**config.mk**
```make
export PLATFORM = sky130hd
export DESIGN_NAME = idxh_ram
export DESIGN_NICKNAME = d
export VERILOG_FILES = /design/src/rtl/idxh_ram.sv
export SDC_FILE = /design/constraint.sdc
export NUM_CORES = 2
export LEC_CHECK = 0
export BUFFER_PORTS_ARGS = -buffer_cell sky130_fd_sc_hd__buf_2
export CAP_MARGIN = 30
export CORE_MARGIN = 5
export CORE_UTILIZATION = 45
export DETAILED_ROUTE_END_ITERATION = 6
export GPL_TIMING_DRIVEN = 0
export SLEW_MARGIN = 20
export SYNTH_ARGS = -nofsm -noshare
export SYNTH_HDL_FRONTEND = slang
export SYNTH_SLANG_ARGS = --single-unit
```
**constraint.sdc**
```tcl
create_clock -name clk -period 5.17 [get_ports clk]
set_input_delay 0.517 -clock clk [delete_from_list [all_inputs] [get_ports clk]]
set_output_delay 0.517 -clock clk [all_outputs]
set_load 0.05 [all_outputs]
```
**src/rtl/idxh_ram.sv**
```systemverilog
module idxh_ram #(
	parameter int WIDTH = 8,
	parameter int DEPTH = 256
) (
	input  logic                     clk,
	input  logic                     we,
	input  logic [$clog2(DEPTH)-1:0] waddr,
	input  logic [WIDTH-1:0]         wdata,
	input  logic [$clog2(DEPTH)-1:0] raddr,
	output logic [WIDTH-1:0]         rdata
);

	logic [WIDTH-1:0] mem [DEPTH];

	// Write port.
	always_ff @(posedge clk) begin
		if (we) begin
			mem[waddr] <= wdata;
		end
	end

	// Registered read; a write to the same entry in the same cycle is passed through.
	always_ff @(posedge clk) begin
		if (we && (waddr == raddr)) begin
			rdata <= wdata;
		end else begin
			rdata <= mem[raddr];
		end
	end

endmodule

```
# --- Word-level counts from Yosys, hierarchy flattened ---
# Memories as Yosys holds them, arrays and structs flattened. A register that Yosys moved wholly into a read port is not among the register bits.
# Index checks and enable logic that the tools add are counted.
op_classes:
  n_addsub: 0
  multipliers: 0
  n_div: 0
  order_cmp: 0
  n_eq_ne: 0
  shift: 0
  n_mux: 2
  n_bitwise: 0
  n_reduce_logical: 0
op_table:
  columns: ["operator", "count"]
  rows:
  - ["two-way mux 1 bit", 2]
totals:
  register_bits: 0
  latch_bits: 0
  ramBits: 2048
  rom_bits: 0
  in_bits: 26
  out_inout_bits: 8
  n_memories: 1
memory_table:
  columns: ["name", "words", "width", "read_ports", "rd_ports_with_merged_regs", "write_ports", "line_no", "source"]
  rows:
  - ["mem", 256, 8, 1, 1, 1, "13", "logic [WIDTH-1:0] mem [DEPTH];"]

# --- Longest topological paths before layout ---
depth:
  word_depth: 2
  mapped_depth: 11
  ltp_nobuf: 6

# --- Worst setup path after synthesis ---
# OpenSTA, ideal clock, no wires.
synth_timing:
  kind: "flip-flop to output port"
  startpoint: "reg (tool-made name)"
  endpoint: "out rdata[3]"
  arrival_ns: 3.242
  t_required_ns: 4.653
  path_slack_ns: 1.411
  path_stages_with_launch: 10
  cell_sequence: "dfxtp_1 -> buf_2 -> buf_4 -> or2b_1 -> buf_1 -> o221ai_1 -> a21oi_1 -> o32ai_1 -> nor3_1 -> nor4_1"
synth_lines:
  columns: ["item", "line_no", "source"]
  rows:
  - ["to (decl)", "10", "output logic [WIDTH-1:0] rdata"]

==> impl_results.md <==
* Synth Cell Area at between 70000 and 80000 um^2
* Clk root buf: clkbuf_16
* Area contributors post-synth: edfxtp_1 (77%), mux4_2 (13%), mux2i_1 (1.7%), nor2_1 (1.3%), a22oi_1 (1.3%)
* Setup WS post-layout at -0.0525 ns
* Initial antenna violation count at 16
* Num rows at 154
* EDFF count, synth at between 2000 and 2500
* Cell taking the most area after synthesis: edfxtp_1
* Seq/Total Area, Yosys at 0.775
* Psw at 7.78 mW
* Largest register FFs at just over 2000
* Post-Route WL at 244000 um
* Peak supply drop at approximately 0.36 mV
* Routed wl met2 at 111000 um
* Placer Congestion at between 0.9 and 1
* Finished Core Util at 0.519
* Startpoint types: register
* Final net count at a little over 4000
* Share of post-route cells with drive strength above 1 at 0.259
* Total CTS buffers at roughly 200
* Grt total ovfl at 0
* CP Data Required Time at around 4.7 ns
* Die height at approximately 430 um
* Clk pwr share at 0.410
* Top_reg_cell synth: edfxtp_1
* 1st-pass router iterations at 5
* Worst setup EP type: primary output
* I/O pins at 34
* Status: finished, violations left
* Area occupied by multi-input gates at ~17000 um^2
* Reg clk slew, reported paths at about 0.06 ns
* Tmin final at approximately 5.2 ns
* Violated checks: negative setup slack
* Die Width at between 400 and 500 um
* Hpwl dp at about 170000 um
* Reg area at 61700 um^2
* Syn Area/Cell at 21.3 um^2
* Synth Register Bits at slightly above 2000
* Syn Inst Count at between 3000 and 4000
* Top Metal Used: met5
* Part of the cycle the worst path needs at 1.01
* Hold Path Class: in2reg
* Comb pwr share at 0.062
* Sequential power share at 0.528
* Sink Count at between 2000 and 2500
* Via density per instance at about 6.4
* PortBufs at 28
* Clock Path Buffers at 3
* Max-slew violations at 0
* Met3 routed WL at roughly 26000 um
* Endpoints failing setup at 4
* Regs by FF count: mem: 2048 flops
* Area grow syn2layout at 14.8%
* Async SR Flop Fraction at 0
* Core area at 176000 um^2
* Antenna Violating Nets Remaining at 0
* Relative slew slack at 0.250
* Metal-1 WL at roughly 95000 um
* DR vias at ~42000
* Netlist cell types at between 50 and 60
* Max Freq at around 0.19 GHz
* Syn Nets at roughly 3800
* CP Max Fanout at 10
* Switching part of the total at 0.223
* GRT Total Usage at 0.262
* Most flops, register: mem
* Leakage at between 20 and 30 nW
* Worst endpoint data arrival time at between 4 and 5 ns
* Routed wire per std cell at 37.1 um
* Kind of critical path: reg2out
* Largest net degree at the start of global routing at around 130
* PwrDens at roughly 380 nW/um^2
* Yosys top cell area share at 0.773
* Int Power at 27.0 mW
* YS warnings at 0
* Hold Fails Final Rpt at 0
* Drt drc at 0
* Initial DRC Count at ~6200
* Hold slack at roughly 0.073 ns
* First-pass GRT wire length at roughly 330000 um
* Vias in the first global route at just over 40000
* MaxCap Viol Count at 0
* H-tree depth at 4
* Worst-Margin Slew at 1.12 ns
* CTS tree: yes
* Initial Util at 0.452
* Overall power at ~35 mW
* Fillers at roughly 14000
* Die area at 185000 um^2
==> power by group through the flow <==
stage	combinational [mW]	sequential, mW	clock (mW)
floorplan	0.938	18.7	0
global placement	1.93	18.8	0
detailed placement	2.05	18.7	0
CTS	2.13	18.4	14.4
global route	2.20	18.4	15.1
finish	2.16	18.4	14.3
==> layout make-up <==
type	instances	area share
sequential	2056	0.675
clock buffer	259	0.0592
timing repair buffer	124	0.0184
inverter	2	0.0000959
buffer	232	0.0177
clock inverter	117	0.0105
antenna	8	0.000219
multi-input combinational	1442	0.186
tap	2340	0.0321
==> cells in the mapped netlist, drive strengths merged (16+ instances only) <==
library cell / n
nand3: 34
mux4: 456
a22oi: 133
mux2i: 134
a211oi: 16
edfxtp: 2048
buf: 122
o221ai: 47
nor3: 22
nor4: 27
nor2: 282
nor2b: 31
a21oi: 96
clkbuf: 111
nand2: 33
o22ai: 28
==> logic make-up after synthesis <==
group           count (synthesis)  share of synthesized area
compound gates                385                     0.0342
buf+inv                       235                     0.0183
flops                        2056                      0.775
mux                           591                      0.146
simple gates                  466                     0.0263
==> worst max-delay path: stages, from the launching register on <==
cell and delay, ns:
dfxtp_1 0.39, clkbuf_2 0.36, or2_2 0.40, buf_1 0.32, clkbuf_2 0.63, a21oi_2 0.70, nor4_4 0.18, nor4_4 0.50
buf_2 0.36
==> placed cells by master, fill, tap and decap left out, types with 11 or more instances in the layout <==
| cell type | netlist | routed |
|---|---|---|
| edfxtp_1 | 2048 | 2048 |
| mux4_2 | 454 | 454 |
| nor2_1 | 282 | 274 |
| clkbuf_16 | 0 | 207 |
| mux2i_1 | 134 | 134 |
| a22oi_1 | 133 | 132 |
| clkbuf_1 | 111 | 103 |
| a21oi_1 | 96 | 86 |
| buf_4 | 27 | 72 |
| clkinv_1 | 1 | 52 |
| clkbuf_2 | 0 | 50 |
| buf_2 | 31 | 47 |
| o221ai_1 | 46 | 46 |
| clkinv_2 | 0 | 42 |
| nand3_1 | 34 | 33 |
| nand2_1 | 33 | 32 |
| buf_6 | 21 | 31 |
| nor2b_1 | 31 | 29 |
| buf_8 | 13 | 28 |
| o22ai_1 | 28 | 28 |
| buf_16 | 0 | 26 |
| nor4_4 | 0 | 19 |
| buf_12 | 8 | 17 |
| a211oi_1 | 16 | 14 |
| nor3_1 | 22 | 13 |
| bufinv_16 | 0 | 12 |
| clkbuf_4 | 0 | 11 |
==> path summary, 6_finish.rpt <==
kind	start	end	cells past startpoint
setup / recovery	register	rdata[4]	8
hold / removal	wdata[5]	mem[80][5]	1
==> routing by layer <==
layer  up-vias  global-route usage
met2      2587               0.394
met5         -                   0
met3       493              0.0585
met1     22345               0.372
met4        10               0.112
li1      16389                   -
==> per-stage QoR <==
stage	cells	cell area (um^2)	setup TNS, ns	setup slack [ns]
floorplan	3733	79600	0	1.41
global placement	6101	82600	-6.44	-1.20
detailed placement	6167	84100	-0.426	-0.183
CTS	6553	91100	-0.00606	-0.00606
global route	6574	91300	-0.0199	-0.0199
finish	6580	91300	-0.153	-0.0525
==> repair_timing <==
action	CTS	global route
buffers inserted	2	0
endpoints found under the setup margin	8	6
pin swaps	2	2
gates resized for setup	134	10
hold buffers	9	0
endpoints found under the hold margin	21	0
No activity file was read; power rests on OpenSTA's default activity.
